`src/design/aph_pkg.sv`:
```
// ----------------------------------------------------------------------------
// aph_pkg
// Shared types and constants for the ATA PIO host sequencer.
// ----------------------------------------------------------------------------
package aph_pkg;

  localparam int unsigned WordsPerSectorDef = 256;
  localparam int unsigned NumDrivesDef      = 4;
  localparam logic [19:0] PollLimitReset    = 20'd100000;

  localparam logic [2:0] OP_RD   = 3'd0;
  localparam logic [2:0] OP_WR   = 3'd1;
  localparam logic [2:0] OP_ID   = 3'd2;
  localparam logic [2:0] OP_REP  = 3'd3;
  localparam logic [2:0] OP_HWW  = 3'd4;

  localparam logic [2:0] K_BWR  = 3'd0;
  localparam logic [2:0] K_BRD  = 3'd1;
  localparam logic [2:0] K_WORD = 3'd2;
  localparam logic [2:0] K_NEED = 3'd3;
  localparam logic [2:0] K_DONE = 3'd4;

  localparam logic [2:0] ST_OK      = 3'd0;
  localparam logic [2:0] ST_ABSENT  = 3'd1;
  localparam logic [2:0] ST_DEVERR  = 3'd2;
  localparam logic [2:0] ST_TIMEOUT = 3'd3;
  localparam logic [2:0] ST_NODRV   = 3'd4;
  localparam logic [2:0] ST_PACKET  = 3'd5;

  // classified job handed from the front to the back
  typedef struct packed {
    logic [2:0]  op;
    logic [1:0]  drive;
    logic [27:0] lba;
    logic [7:0]  cnt;
    logic [15:0] word;
  } aph_job_t;

  typedef struct packed {
    logic [2:0]  kind;
    logic        channel;
    logic        use_ctrl_port;
    logic [2:0]  reg_offset;
    logic        wants_reply;
    logic [15:0] data;
    logic [2:0]  status;
    logic [63:0] sector_total;
    logic        last;
  } aph_res_t;

endpackage

```
`src/design/aph_front.sv`:
```
// ----------------------------------------------------------------------------
// aph_front
// Input stage with a two-entry queue; holds one accepted item per slot.
// ----------------------------------------------------------------------------
module aph_front (
  input  logic              clk,
  input  logic              rst_n,
  input  logic              in_valid,
  output logic              in_ready,
  input  aph_pkg::aph_job_t in_job,
  output logic              q_valid,
  input  logic              q_ready,
  output aph_pkg::aph_job_t q_job
);
  import aph_pkg::*;

  aph_job_t  mem_r [2];
  aph_job_t  mem_nxt0, mem_nxt1;
  logic      wp_r, wp_nxt, rp_r, rp_nxt;
  logic [1:0] cnt_r, cnt_nxt;
  logic      push, pop;

  assign in_ready = (cnt_r != 2'd2);
  assign q_valid  = (cnt_r != 2'd0);
  assign q_job    = mem_r[rp_r];
  assign push     = in_valid && in_ready;
  assign pop      = q_valid && q_ready;

  always_comb begin
    wp_nxt  = push ? ~wp_r : wp_r;
    rp_nxt  = pop ? ~rp_r : rp_r;
    cnt_nxt = cnt_r + {1'b0, push} - {1'b0, pop};
    mem_nxt0 = (push && !wp_r) ? in_job : mem_r[0];
    mem_nxt1 = (push && wp_r) ? in_job : mem_r[1];
  end

  always_ff @(posedge clk) begin
    mem_r[0] <= mem_nxt0;
    mem_r[1] <= mem_nxt1;
    if (!rst_n) begin
      wp_r <= 1'b0; rp_r <= 1'b0; cnt_r <= 2'd0;
    end else begin
      wp_r <= wp_nxt; rp_r <= rp_nxt; cnt_r <= cnt_nxt;
    end
  end
endmodule

```
`src/design/aph_back.sv`:
```
// ----------------------------------------------------------------------------
// aph_back
// Sequencer: expands one job into its result items, one per cycle while res_ready is high.
// ----------------------------------------------------------------------------
module aph_back #(
  parameter int unsigned WORDS_PER_SECTOR = aph_pkg::WordsPerSectorDef,
  parameter int unsigned NUM_DRIVES       = aph_pkg::NumDrivesDef
) (
  input  logic              clk,
  input  logic              rst_n,
  input  logic [19:0]       poll_limit,
  input  logic              q_valid,
  output logic              q_ready,
  input  aph_pkg::aph_job_t q_job,
  output logic              res_valid,
  input  logic              res_ready,
  output aph_pkg::aph_res_t res
);
  import aph_pkg::*;

  localparam logic [8:0] WPS = 9'(WORDS_PER_SECTOR);

  typedef enum logic [10:0] {
    PH_IDLE   = 11'b00000000001,
    PH_XFER   = 11'b00000000010,
    PH_RDATA  = 11'b00000000100,
    PH_WDATA  = 11'b00000001000,
    PH_FLUSH  = 11'b00000010000,
    PH_IDFST  = 11'b00000100000,
    PH_IDBSY  = 11'b00001000000,
    PH_IDMID  = 11'b00010000000,
    PH_IDHI   = 11'b00100000000,
    PH_IDDRQ  = 11'b01000000000,
    PH_IDDATA = 11'b10000000000
  } phase_t;

  // emission script kinds
  localparam logic [2:0] SC_RW  = 3'd0;
  localparam logic [2:0] SC_ID  = 3'd1;
  localparam logic [2:0] SC_ONE = 3'd2;
  localparam logic [2:0] SC_TWO = 3'd3;

  phase_t      phase_r, phase_nxt;
  logic [1:0]  drv_r, drv_nxt;
  logic        isw_r, isw_nxt;
  logic [8:0]  sec_r, sec_nxt, wl_r, wl_nxt;
  logic [19:0] pc_r, pc_nxt;
  logic [3:0]  pres_r, pres_nxt;
  logic        l48_r, l48_nxt;
  logic [63:0] acc_r, acc_nxt;
  logic [7:0]  rbs_r, rbs_nxt;

  // emitter
  logic        busy_r, busy_nxt;
  logic [2:0]  sc_r, sc_nxt;
  logic [3:0]  step_r, step_nxt;
  logic [3:0]  len_r, len_nxt;
  aph_res_t    r0_r, r0_nxt, r1_r, r1_nxt;
  logic [27:0] lba_r, lba_nxt;
  logic [7:0]  cnt_r, cnt_nxt;
  logic        opw_r, opw_nxt;

  logic [19:0] lim;
  logic [7:0]  b;
  logic [8:0]  wdec, sdec, idx;
  logic        take;

  assign lim  = (poll_limit == 20'd0) ? 20'd1 : poll_limit;
  assign b    = q_job.word[7:0];
  assign wdec = wl_r - 9'd1;
  assign sdec = sec_r - 9'd1;
  assign idx  = 9'd256 - wl_r;
  // next job may enter while the last result of the current one leaves
  assign q_ready = !busy_r || (res_ready && step_r == len_r);
  assign take = q_valid && q_ready;

  function automatic aph_res_t mk(input logic [2:0] k, input logic ch, input logic c,
                                  input logic [2:0] o, input logic w, input logic [15:0] d,
                                  input logic [2:0] s, input logic [63:0] t);
    aph_res_t x;
    x.kind = k; x.channel = ch; x.use_ctrl_port = c; x.reg_offset = o;
    x.wants_reply = w; x.data = d; x.status = s; x.sector_total = t; x.last = 1'b0;
    return x;
  endfunction

  // current result from script
  always_comb begin
    logic ch;
    ch = drv_r[1];
    res = r0_r;
    unique case (sc_r)
      SC_RW: begin
        unique case (step_r)
          4'd0: res = mk(K_BWR, ch, 1'b0, 3'd6, 1'b0,
                         {8'h00, 8'hE0 | {3'b000, drv_r[0], lba_r[27:24]}}, ST_OK, 64'd0);
          4'd1, 4'd2, 4'd3, 4'd4: res = mk(K_BRD, ch, 1'b1, 3'd0, 1'b0, 16'd0, ST_OK, 64'd0);
          4'd5: res = mk(K_BWR, ch, 1'b0, 3'd2, 1'b0, {8'h00, cnt_r}, ST_OK, 64'd0);
          4'd6: res = mk(K_BWR, ch, 1'b0, 3'd3, 1'b0, {8'h00, lba_r[7:0]}, ST_OK, 64'd0);
          4'd7: res = mk(K_BWR, ch, 1'b0, 3'd4, 1'b0, {8'h00, lba_r[15:8]}, ST_OK, 64'd0);
          4'd8: res = mk(K_BWR, ch, 1'b0, 3'd5, 1'b0, {8'h00, lba_r[23:16]}, ST_OK, 64'd0);
          4'd9: res = mk(K_BWR, ch, 1'b0, 3'd7, 1'b0, opw_r ? 16'h0030 : 16'h0020,
                         ST_OK, 64'd0);
          default: res = mk(K_BRD, ch, 1'b0, 3'd7, 1'b1, 16'd0, ST_OK, 64'd0);
        endcase
      end
      SC_ID: begin
        unique case (step_r)
          4'd0: res = mk(K_BWR, ch, 1'b0, 3'd6, 1'b0, {8'h00, 3'b101, drv_r[0], 4'h0},
                         ST_OK, 64'd0);
          4'd1, 4'd2, 4'd3, 4'd4, 4'd10, 4'd11, 4'd12, 4'd13:
            res = mk(K_BRD, ch, 1'b1, 3'd0, 1'b0, 16'd0, ST_OK, 64'd0);
          4'd5: res = mk(K_BWR, ch, 1'b0, 3'd2, 1'b0, 16'd0, ST_OK, 64'd0);
          4'd6: res = mk(K_BWR, ch, 1'b0, 3'd3, 1'b0, 16'd0, ST_OK, 64'd0);
          4'd7: res = mk(K_BWR, ch, 1'b0, 3'd4, 1'b0, 16'd0, ST_OK, 64'd0);
          4'd8: res = mk(K_BWR, ch, 1'b0, 3'd5, 1'b0, 16'd0, ST_OK, 64'd0);
          4'd9: res = mk(K_BWR, ch, 1'b0, 3'd7, 1'b0, 16'h00EC, ST_OK, 64'd0);
          default: res = mk(K_BRD, ch, 1'b0, 3'd7, 1'b1, 16'd0, ST_OK, 64'd0);
        endcase
      end
      SC_ONE:  res = r0_r;
      default: begin
        // third item of the flush sequence is the first status read
        if (step_r == 4'd0) res = r0_r;
        else if (step_r == 4'd1) res = r1_r;
        else res = mk(K_BRD, ch, 1'b0, 3'd7, 1'b1, 16'd0, ST_OK, 64'd0);
      end
    endcase
    res.last = (step_r == len_r);
  end

  assign res_valid = busy_r;

  always_comb begin
    logic [1:0] dv;
    logic       ch;
    logic       ok, err, pend;
    phase_nxt = phase_r; drv_nxt = drv_r; isw_nxt = isw_r; sec_nxt = sec_r;
    wl_nxt = wl_r; pc_nxt = pc_r; pres_nxt = pres_r; l48_nxt = l48_r;
    acc_nxt = acc_r; rbs_nxt = rbs_r;
    busy_nxt = busy_r; sc_nxt = sc_r; step_nxt = step_r; len_nxt = len_r;
    r0_nxt = r0_r; r1_nxt = r1_r; lba_nxt = lba_r; cnt_nxt = cnt_r; opw_nxt = opw_r;
    dv = q_job.drive;
    ch = drv_r[1];
    ok = 1'b0; err = 1'b0; pend = 1'b0;

    if (busy_r && res_ready) begin
      if (step_r == len_r) busy_nxt = 1'b0;
      else step_nxt = step_r + 4'd1;
    end

    if (take) begin
      step_nxt = 4'd0;
      unique case (1'b1)
        ((q_job.op == OP_RD || q_job.op == OP_WR) && phase_r == PH_IDLE): begin
          drv_nxt = dv;
          if (32'(dv) >= NUM_DRIVES || !pres_r[dv]) begin
            busy_nxt = 1'b1; sc_nxt = SC_ONE; len_nxt = 4'd0;
            r0_nxt = mk(K_DONE, dv[1], 1'b0, 3'd0, 1'b0, 16'd0, ST_ABSENT, 64'd0);
          end else begin
            isw_nxt = q_job.op[0];
            sec_nxt = (q_job.cnt == 8'd0) ? 9'd256 : {1'b0, q_job.cnt};
            lba_nxt = q_job.lba; cnt_nxt = q_job.cnt; opw_nxt = q_job.op[0];
            busy_nxt = 1'b1; sc_nxt = SC_RW; len_nxt = 4'd10;
            pc_nxt = 20'd1; phase_nxt = PH_XFER;
          end
        end
        (q_job.op == OP_ID && phase_r == PH_IDLE): begin
          drv_nxt = dv;
          if (32'(dv) >= NUM_DRIVES) begin
            busy_nxt = 1'b1; sc_nxt = SC_ONE; len_nxt = 4'd0;
            r0_nxt = mk(K_DONE, dv[1], 1'b0, 3'd0, 1'b0, 16'd0, ST_ABSENT, 64'd0);
          end else begin
            pres_nxt[dv] = 1'b0; acc_nxt = 64'd0; l48_nxt = 1'b0;
            busy_nxt = 1'b1; sc_nxt = SC_ID; len_nxt = 4'd14;
            pc_nxt = 20'd1; phase_nxt = PH_IDFST;
          end
        end
        (q_job.op == OP_REP): begin
          sc_nxt = SC_ONE; len_nxt = 4'd0;
          busy_nxt = !phase_r[0] && !phase_r[3];
          // status poll phases
          if (phase_r == PH_XFER || phase_r == PH_FLUSH || phase_r == PH_IDDRQ) begin
            if (!b[7]) begin
              err = b[0] || b[5];
              ok  = !err && (phase_r == PH_FLUSH || b[3]);
            end
            pend = !err && !ok;
            if (err)
              r0_nxt = mk(K_DONE, ch, 1'b0, 3'd0, 1'b0, 16'd0, ST_DEVERR, 64'd0);
            else if (pend && pc_r >= lim)
              r0_nxt = mk(K_DONE, ch, 1'b0, 3'd0, 1'b0, 16'd0, ST_TIMEOUT, 64'd0);
            else if (pend) begin
              pc_nxt = pc_r + 20'd1;
              r0_nxt = mk(K_BRD, ch, 1'b0, 3'd7, 1'b1, 16'd0, ST_OK, 64'd0);
            end else if (phase_r == PH_FLUSH)
              r0_nxt = mk(K_DONE, ch, 1'b0, 3'd0, 1'b0, 16'd0, ST_OK, 64'd0);
            else if (phase_r == PH_IDDRQ) begin
              wl_nxt = 9'd256; phase_nxt = PH_IDDATA;
              r0_nxt = mk(K_BRD, ch, 1'b0, 3'd0, 1'b1, 16'd0, ST_OK, 64'd0);
            end else if (isw_r) begin
              wl_nxt = WPS; phase_nxt = PH_WDATA;
              r0_nxt = mk(K_NEED, ch, 1'b0, 3'd0, 1'b0, 16'd0, ST_OK, 64'd0);
            end else begin
              wl_nxt = WPS; phase_nxt = PH_RDATA;
              r0_nxt = mk(K_BRD, ch, 1'b0, 3'd0, 1'b1, 16'd0, ST_OK, 64'd0);
            end
            if (r0_nxt.kind == K_DONE) phase_nxt = PH_IDLE;
          end else if (phase_r == PH_RDATA) begin
            sc_nxt = SC_TWO; len_nxt = 4'd1;
            r0_nxt = mk(K_WORD, ch, 1'b0, 3'd0, 1'b0, q_job.word, ST_OK, 64'd0);
            wl_nxt = wdec;
            if (wdec != 9'd0)
              r1_nxt = mk(K_BRD, ch, 1'b0, 3'd0, 1'b1, 16'd0, ST_OK, 64'd0);
            else begin
              sec_nxt = sdec;
              if (sdec != 9'd0) begin
                pc_nxt = 20'd1; phase_nxt = PH_XFER;
                r1_nxt = mk(K_BRD, ch, 1'b0, 3'd7, 1'b1, 16'd0, ST_OK, 64'd0);
              end else begin
                phase_nxt = PH_IDLE;
                r1_nxt = mk(K_DONE, ch, 1'b0, 3'd0, 1'b0, 16'd0, ST_OK, 64'd0);
              end
            end
          end else if (phase_r == PH_IDFST) begin
            if (b == 8'd0) begin
              phase_nxt = PH_IDLE;
              r0_nxt = mk(K_DONE, ch, 1'b0, 3'd0, 1'b0, 16'd0, ST_NODRV, 64'd0);
            end else begin
              pc_nxt = 20'd1; phase_nxt = PH_IDBSY;
              r0_nxt = mk(K_BRD, ch, 1'b0, 3'd7, 1'b1, 16'd0, ST_OK, 64'd0);
            end
          end else if (phase_r == PH_IDBSY) begin
            if (b[7]) begin
              if (pc_r >= lim) begin
                phase_nxt = PH_IDLE;
                r0_nxt = mk(K_DONE, ch, 1'b0, 3'd0, 1'b0, 16'd0, ST_TIMEOUT, 64'd0);
              end else begin
                pc_nxt = pc_r + 20'd1;
                r0_nxt = mk(K_BRD, ch, 1'b0, 3'd7, 1'b1, 16'd0, ST_OK, 64'd0);
              end
            end else begin
              phase_nxt = PH_IDMID;
              r0_nxt = mk(K_BRD, ch, 1'b0, 3'd4, 1'b1, 16'd0, ST_OK, 64'd0);
            end
          end else if (phase_r == PH_IDMID) begin
            rbs_nxt = b; phase_nxt = PH_IDHI;
            r0_nxt = mk(K_BRD, ch, 1'b0, 3'd5, 1'b1, 16'd0, ST_OK, 64'd0);
          end else if (phase_r == PH_IDHI) begin
            if (rbs_r != 8'd0 || b != 8'd0) begin
              phase_nxt = PH_IDLE;
              r0_nxt = mk(K_DONE, ch, 1'b0, 3'd0, 1'b0, 16'd0, ST_PACKET, 64'd0);
            end else begin
              pc_nxt = 20'd1; phase_nxt = PH_IDDRQ;
              r0_nxt = mk(K_BRD, ch, 1'b0, 3'd7, 1'b1, 16'd0, ST_OK, 64'd0);
            end
          end else if (phase_r == PH_IDDATA) begin
            if (idx == 9'd60) acc_nxt[15:0] = q_job.word;
            else if (idx == 9'd61) acc_nxt[31:16] = q_job.word;
            else if (idx == 9'd83) l48_nxt = q_job.word[10];
            else if (l48_r && idx == 9'd100) acc_nxt = {48'd0, q_job.word};
            else if (l48_r && idx == 9'd101) acc_nxt[31:16] = acc_r[31:16] | q_job.word;
            else if (l48_r && idx == 9'd102) acc_nxt[47:32] = acc_r[47:32] | q_job.word;
            else if (l48_r && idx == 9'd103) acc_nxt[63:48] = acc_r[63:48] | q_job.word;
            wl_nxt = wdec;
            if (wdec != 9'd0)
              r0_nxt = mk(K_BRD, ch, 1'b0, 3'd0, 1'b1, 16'd0, ST_OK, 64'd0);
            else begin
              pres_nxt[drv_r] = 1'b1; phase_nxt = PH_IDLE;
              r0_nxt = mk(K_DONE, ch, 1'b0, 3'd0, 1'b0, 16'd0, ST_OK, acc_nxt);
            end
          end
        end
        (q_job.op == OP_HWW && phase_r == PH_WDATA): begin
          busy_nxt = 1'b1; sc_nxt = SC_TWO; len_nxt = 4'd1;
          r0_nxt = mk(K_BWR, ch, 1'b0, 3'd0, 1'b0, q_job.word, ST_OK, 64'd0);
          wl_nxt = wdec;
          if (wdec != 9'd0) begin
            sc_nxt = SC_ONE; len_nxt = 4'd0;
            r1_nxt = mk(K_NEED, ch, 1'b0, 3'd0, 1'b0, 16'd0, ST_OK, 64'd0);
            r0_nxt.kind = K_BWR;
            // emit word write then request
            sc_nxt = SC_TWO; len_nxt = 4'd1;
          end else begin
            sec_nxt = sdec; pc_nxt = 20'd1;
            if (sdec != 9'd0) begin
              phase_nxt = PH_XFER;
              r1_nxt = mk(K_BRD, ch, 1'b0, 3'd7, 1'b1, 16'd0, ST_OK, 64'd0);
            end else begin
              // flush: word, E7 write, status read
              phase_nxt = PH_FLUSH; len_nxt = 4'd2;
              r1_nxt = mk(K_BWR, ch, 1'b0, 3'd7, 1'b0, 16'h00E7, ST_OK, 64'd0);
            end
          end
        end
        default: ;
      endcase
    end
  end

  always_ff @(posedge clk) begin
    r0_r <= r0_nxt; r1_r <= r1_nxt; lba_r <= lba_nxt; cnt_r <= cnt_nxt; opw_r <= opw_nxt;
    if (!rst_n) begin
      phase_r <= PH_IDLE; drv_r <= 2'd0; isw_r <= 1'b0; sec_r <= 9'd0; wl_r <= 9'd0;
      pc_r <= 20'd0; pres_r <= 4'd0; l48_r <= 1'b0; acc_r <= 64'd0; rbs_r <= 8'd0;
      busy_r <= 1'b0; sc_r <= SC_ONE; step_r <= 4'd0; len_r <= 4'd0;
    end else begin
      phase_r <= phase_nxt; drv_r <= drv_nxt; isw_r <= isw_nxt; sec_r <= sec_nxt;
      wl_r <= wl_nxt; pc_r <= pc_nxt; pres_r <= pres_nxt; l48_r <= l48_nxt;
      acc_r <= acc_nxt; rbs_r <= rbs_nxt;
      busy_r <= busy_nxt; sc_r <= sc_nxt; step_r <= step_nxt; len_r <= len_nxt;
    end
  end
endmodule

```
`src/design/ata_pio_host_sequencer.sv`:
```
// ----------------------------------------------------------------------------
// ata_pio_host_sequencer
// Top level: input queue feeding the task-file sequencer.
// ----------------------------------------------------------------------------
// the first result of an item, if any, is valid in the cycle after it leaves the input queue
// throughput: one result per cycle while out_tready is high; while one item's results
// leave the sequencer, the two-entry queue absorbs up to two further items
// reset: synchronous, active low; all drives absent, poll limit 100000
module ata_pio_host_sequencer #(
  parameter int unsigned WORDS_PER_SECTOR = aph_pkg::WordsPerSectorDef,
  parameter int unsigned NUM_DRIVES       = aph_pkg::NumDrivesDef
) (
  input  logic         clk,
  input  logic         rst_n,
  input  logic         cfg_valid,
  output logic         cfg_ready,
  input  logic [19:0]  cfg_data,
  input  logic         in_tvalid,
  output logic         in_tready,
  input  logic [63:0]  in_tdata,  // opcode, drive, lba, sector_count, word (pad 7)
  input  logic         out_tready,
  output logic         out_tvalid,
  output logic [2:0]   out_tuser, // kind
  output logic         out_tlast,
  output logic [95:0]  out_tdata  // channel, use_ctrl_port, reg_offset, wants_reply,
                                  // data, status, sector_total (pad 7)
);
  import aph_pkg::*;

  logic [19:0] lim_r;
  aph_job_t    ij, qj;
  logic        qv, qr;
  aph_res_t    rs;

  assign cfg_ready = 1'b1;
  always_ff @(posedge clk) begin
    if (!rst_n) lim_r <= PollLimitReset;
    else if (cfg_valid) lim_r <= cfg_data;
  end

  // job fields run op, drive, lba, cnt, word from the top bit down
  assign ij = {in_tdata[2:0], in_tdata[4:3], in_tdata[32:5], in_tdata[40:33],
               in_tdata[56:41]};

  aph_front u_front (
    .clk(clk), .rst_n(rst_n), .in_valid(in_tvalid), .in_ready(in_tready), .in_job(ij),
    .q_valid(qv), .q_ready(qr), .q_job(qj)
  );

  aph_back #(.WORDS_PER_SECTOR(WORDS_PER_SECTOR), .NUM_DRIVES(NUM_DRIVES)) u_back (
    .clk(clk), .rst_n(rst_n), .poll_limit(lim_r), .q_valid(qv), .q_ready(qr), .q_job(qj),
    .res_valid(out_tvalid), .res_ready(out_tready), .res(rs)
  );

  assign out_tuser = rs.kind;
  assign out_tlast = rs.last;
  assign out_tdata = {7'd0, rs.sector_total, rs.status, rs.data, rs.wants_reply,
                      rs.reg_offset, rs.use_ctrl_port, rs.channel};
endmodule

```
`config.mk`:
```
export PLATFORM = sky130hd
export DESIGN_NAME = ata_pio_host_sequencer
export DESIGN_NICKNAME = d
export VERILOG_FILES = /design/src/design/aph_pkg.sv /design/src/design/aph_front.sv /design/src/design/aph_back.sv /design/src/design/ata_pio_host_sequencer.sv
export SDC_FILE = /design/constraint.sdc
export NUM_CORES = 1
export LEC_CHECK = 0
export ABC_CLOCK_PERIOD_IN_PS = 22100
export BUFFER_PORTS_ARGS = -buffer_cell sky130_fd_sc_hd__clkbuf_2
export CELL_PAD_IN_SITES_DETAIL_PLACEMENT = 1
export CELL_PAD_IN_SITES_GLOBAL_PLACEMENT = 1
export CORE_MARGIN = 2
export CORE_UTILIZATION = 30
export CTS_BUF_LIST = sky130_fd_sc_hd__clkbuf_4 sky130_fd_sc_hd__clkbuf_8 sky130_fd_sc_hd__clkbuf_16
export DETAILED_ROUTE_END_ITERATION = 8
export GPL_TIMING_DRIVEN = 0
export HOLD_SLACK_MARGIN = 0.05
export PLACE_DENSITY = 0.53
export SLEW_MARGIN = 20
export SYNTH_ARGS = -nofsm -noshare
export SYNTH_HDL_FRONTEND = slang
export SYNTH_SLANG_ARGS = --single-unit
```
`constraint.sdc`:
```
create_clock -name clk -period 22.1 [get_ports clk]
set_input_delay 2.21 -clock clk [delete_from_list [all_inputs] [get_ports clk]]
set_output_delay 2.21 -clock clk [all_outputs]
set_load 0.01 [all_outputs]
```
==> metrics.txt <==
Die Ht 257.2 µm; Post-Route WL 63680 µm; htree depth 2; hold_buf cts 0; # setup viols final 0; kind of critical path reg2out; port bufs 174; Seq/Total Area, Yosys 56.05%; Synth Cell Area 19230 µm²; remaining global-route overflow 0; FP Rows 92; clk_lat worst skew 0.59 ns; final hold violations 0; CTS tree yes; Die ar. 66150 µm²; Max-Cap Viols 0; Final Worst Setup Slack 16.16 ns; synthesized area per cell 10.74 µm²; commonest non-fill, non-tap cell in the layout edfxtp_1; status finished clean; Setup WS pre-CTS 16.36 ns; Max-slew headroom 22.50%; root buf cell clkbuf_16; ys async rst share 0%; gr busiest metal met2; TNS Setup 0 ns; routed length per instance 21.79 µm; Layout fillers 6968; initial antenna violation count 0; # resized after CTS 0; routing usage on met3 2.768%; GP Congestion 0.8833; slew at the pin closest to its max-slew limit 1.163 ns; worst-path fanout max 10; fraction of layout cells with a size suffix above 1 17.97%; Syn. warnings 0; Main synth FF type edfxtp_1; overall power 2.499 mW; cell area power density 108.6 nW/µm²; detailed placement HPWL 47850 µm; number of global-route vias before repair 15433; HP Class reg2reg; CP Capture Type primary output; clock-pin slew on the worst setup and hold paths 0.05 ns; VDD IR max 0.05112 mV; postcts setup bufs 0; Leak 8.129 nW; WP data required 19.89 ns; cell count after synthesis 1791; global-route wire length before repair 96720 µm; TritonCTS Buffers 48; die extent in x 257.2 µm; fmax 168.4 MHz; Layout area overhead 19.68%; post-route clock period utilization 26.86%; Routed Antenna Nets 0; commonest non-fill, non-tap cells in the layout edfxtp_1 (249), nor2_1 (222), clkbuf_2 (174); IO Count 192; CTS Buffer Depth 3; DR vias/cell 5.137; Initial Utilization 30.43%; GRT Util Overall 18.94%; via count 15009; largest net degree at the start of global routing 37; minimum clock period 5.937 ns; RSZ-0062 raised after global routing false; crit path DAT 3.73 ns; fin. max-slew vios 0; Yosys reg bits 414; grt met2 use 31.20%; DR iter-0 viols 813; met1 Use GR 26.34%; Yosys cell types 84; ant diodes 0; Core ar. 63200 µm²; DRC 0; Worst setup SP type flop; Final #Nets 2162; Pre-Repair DR Iteration Count 5; Post-synth EDFFs 249; Clock Skews 0.02052 ns; number of clock sinks 414
## routing by layer
layer | vias to the layer above | part of all wire (%)
li1 | 7129 | -
met1 | 7511 | 47
met2 | 304 | 47
met3 | 65 | 4.1
met4 | 0 | 1.6
met5 | - | 0
## sequential cells by signal, summed over array words and instances, names as in the netlist, 2 cells and up, named ones only
signal          cells
lim_r              20
u_back.sec_r        9
u_back.drv_r        2
u_back.phase_r     11
u_front.mem_r     114
u_back.rbs_r        8
u_back.step_r       4
u_back.r0_r        91
u_back.lba_r       28
u_back.pres_r       4
u_back.acc_r       64
u_back.len_r        4
u_back.wl_r         9
u_back.pc_r        20
u_back.cnt_r        8
u_back.sc_r         2
u_front.cnt_r       2
u_back.r1_r         7
## Yosys cell counts (9+ instances only)
| cell type | count | share of area, % |
|---|---|---|
| a22o_1 | 14 | 0.64 |
| a21oi_1 | 112 | 2.9 |
| and3_1 | 10 | 0.33 |
| o211ai_1 | 11 | 0.43 |
| nand2_1 | 105 | 2.0 |
| o311ai_1 | 18 | 0.82 |
| o21ai_0 | 64 | 1.7 |
| nand2b_1 | 11 | 0.36 |
| a31oi_1 | 10 | 0.33 |
| clkbuf_1 | 99 | 1.9 |
| and2_1 | 89 | 2.9 |
| nor3_1 | 34 | 0.88 |
| inv_1 | 47 | 0.92 |
| nor2_1 | 224 | 4.4 |
| or4_1 | 15 | 0.59 |
| dfxtp_1 | 165 | 17 |
| mux2i_1 | 53 | 2.8 |
| mux2_2 | 55 | 3.2 |
| ha_1 | 35 | 2.3 |
| nor2b_1 | 12 | 0.39 |
| nor4_1 | 25 | 0.81 |
| o21ai_1 | 24 | 0.62 |
| edfxtp_1 | 249 | 39 |
| nand3_1 | 39 | 1.0 |
| o2bb2ai_1 | 35 | 1.6 |
| a22oi_1 | 31 | 1.2 |
| a211oi_1 | 24 | 0.94 |
| xor2_1 | 16 | 0.73 |
| or3_1 | 9 | 0.29 |
## cell type report
cell class | instances | area (µm²) | area share (%)
Clock inverter | 20 | 165.2 | 0.7175
Sequential cell | 414 | 10780 | 46.83
Buffer | 121 | 504.2 | 2.191
Clock buffer | 68 | 1431 | 6.218
Timing Repair Buffer | 191 | 1064 | 4.620
Multi-Input combinational cell | 1215 | 7839 | 34.05
Tap cell | 846 | 1059 | 4.599
Inverter | 47 | 176.4 | 0.7664
## worst paths after layout
| kind | startpoint | to | slack (ns) | depth (start not counted) |
|---|---|---|---|---|
| hold / removal | u_back.len_r[3] | u_back.len_r[3] | 0.46 | 2 |
| hold reg to reg | u_back.len_r[3] | u_back.len_r[3] | 0.46 | 2 |
| setup / recovery | u_back.step_r[0] | out_tdata[5] | 16.16 | 11 |
| setup reg to reg | flop | u_back.r0_r[1] | 16.37 | 8 |
## report_power, final
group	total, mW	switching, mW	internal (mW)
sequential	0.998	0.0446	0.954
clock	0.797	0.323	0.474
combinational	0.704	0.460	0.243
## cell families after synthesis
group | count (synthesis) | share of synthesized area, %
simple gates | 617 | 15.87
compound gates | 422 | 15.04
flops | 414 | 56.05
buf+inv | 168 | 3.539
mux | 109 | 6.095
fa+ha+maj | 35 | 2.277
xor+xnor | 24 | 1.093
other cells | 2 | 0.03905
## per-stage QoR
| step | hold slack, ns | util (%) | instances | instance area (µm²) |
|---|---|---|---|---|
| detailed placement | 0.4486 | 33.90 | 2834 | 21420 |
| global route | 0.4807 | 36.42 | 2922 | 23020 |
| CTS | 0.4667 | 36.42 | 2922 | 23020 |
| finish | 0.4620 | 36.42 | 2922 | 23020 |
| floorplan | 0.4258 | - | 1797 | 19260 |
| global placement | 0.4393 | 33.52 | 2817 | 21190 |
## worst max-delay path: stages (launching register included)
cell and delay [ns]:
dfxtp_1 0.47, inv_1 0.12, ha_1 0.24, clkbuf_1 0.25
and2_1 0.21, clkbuf_1 0.29, nor3_1 0.34, nand2_1 0.14
a21oi_1 0.25, o22ai_1 0.13, a221oi_1 0.48, clkbuf_2 0.23
(Power assumes the default switching activity.)
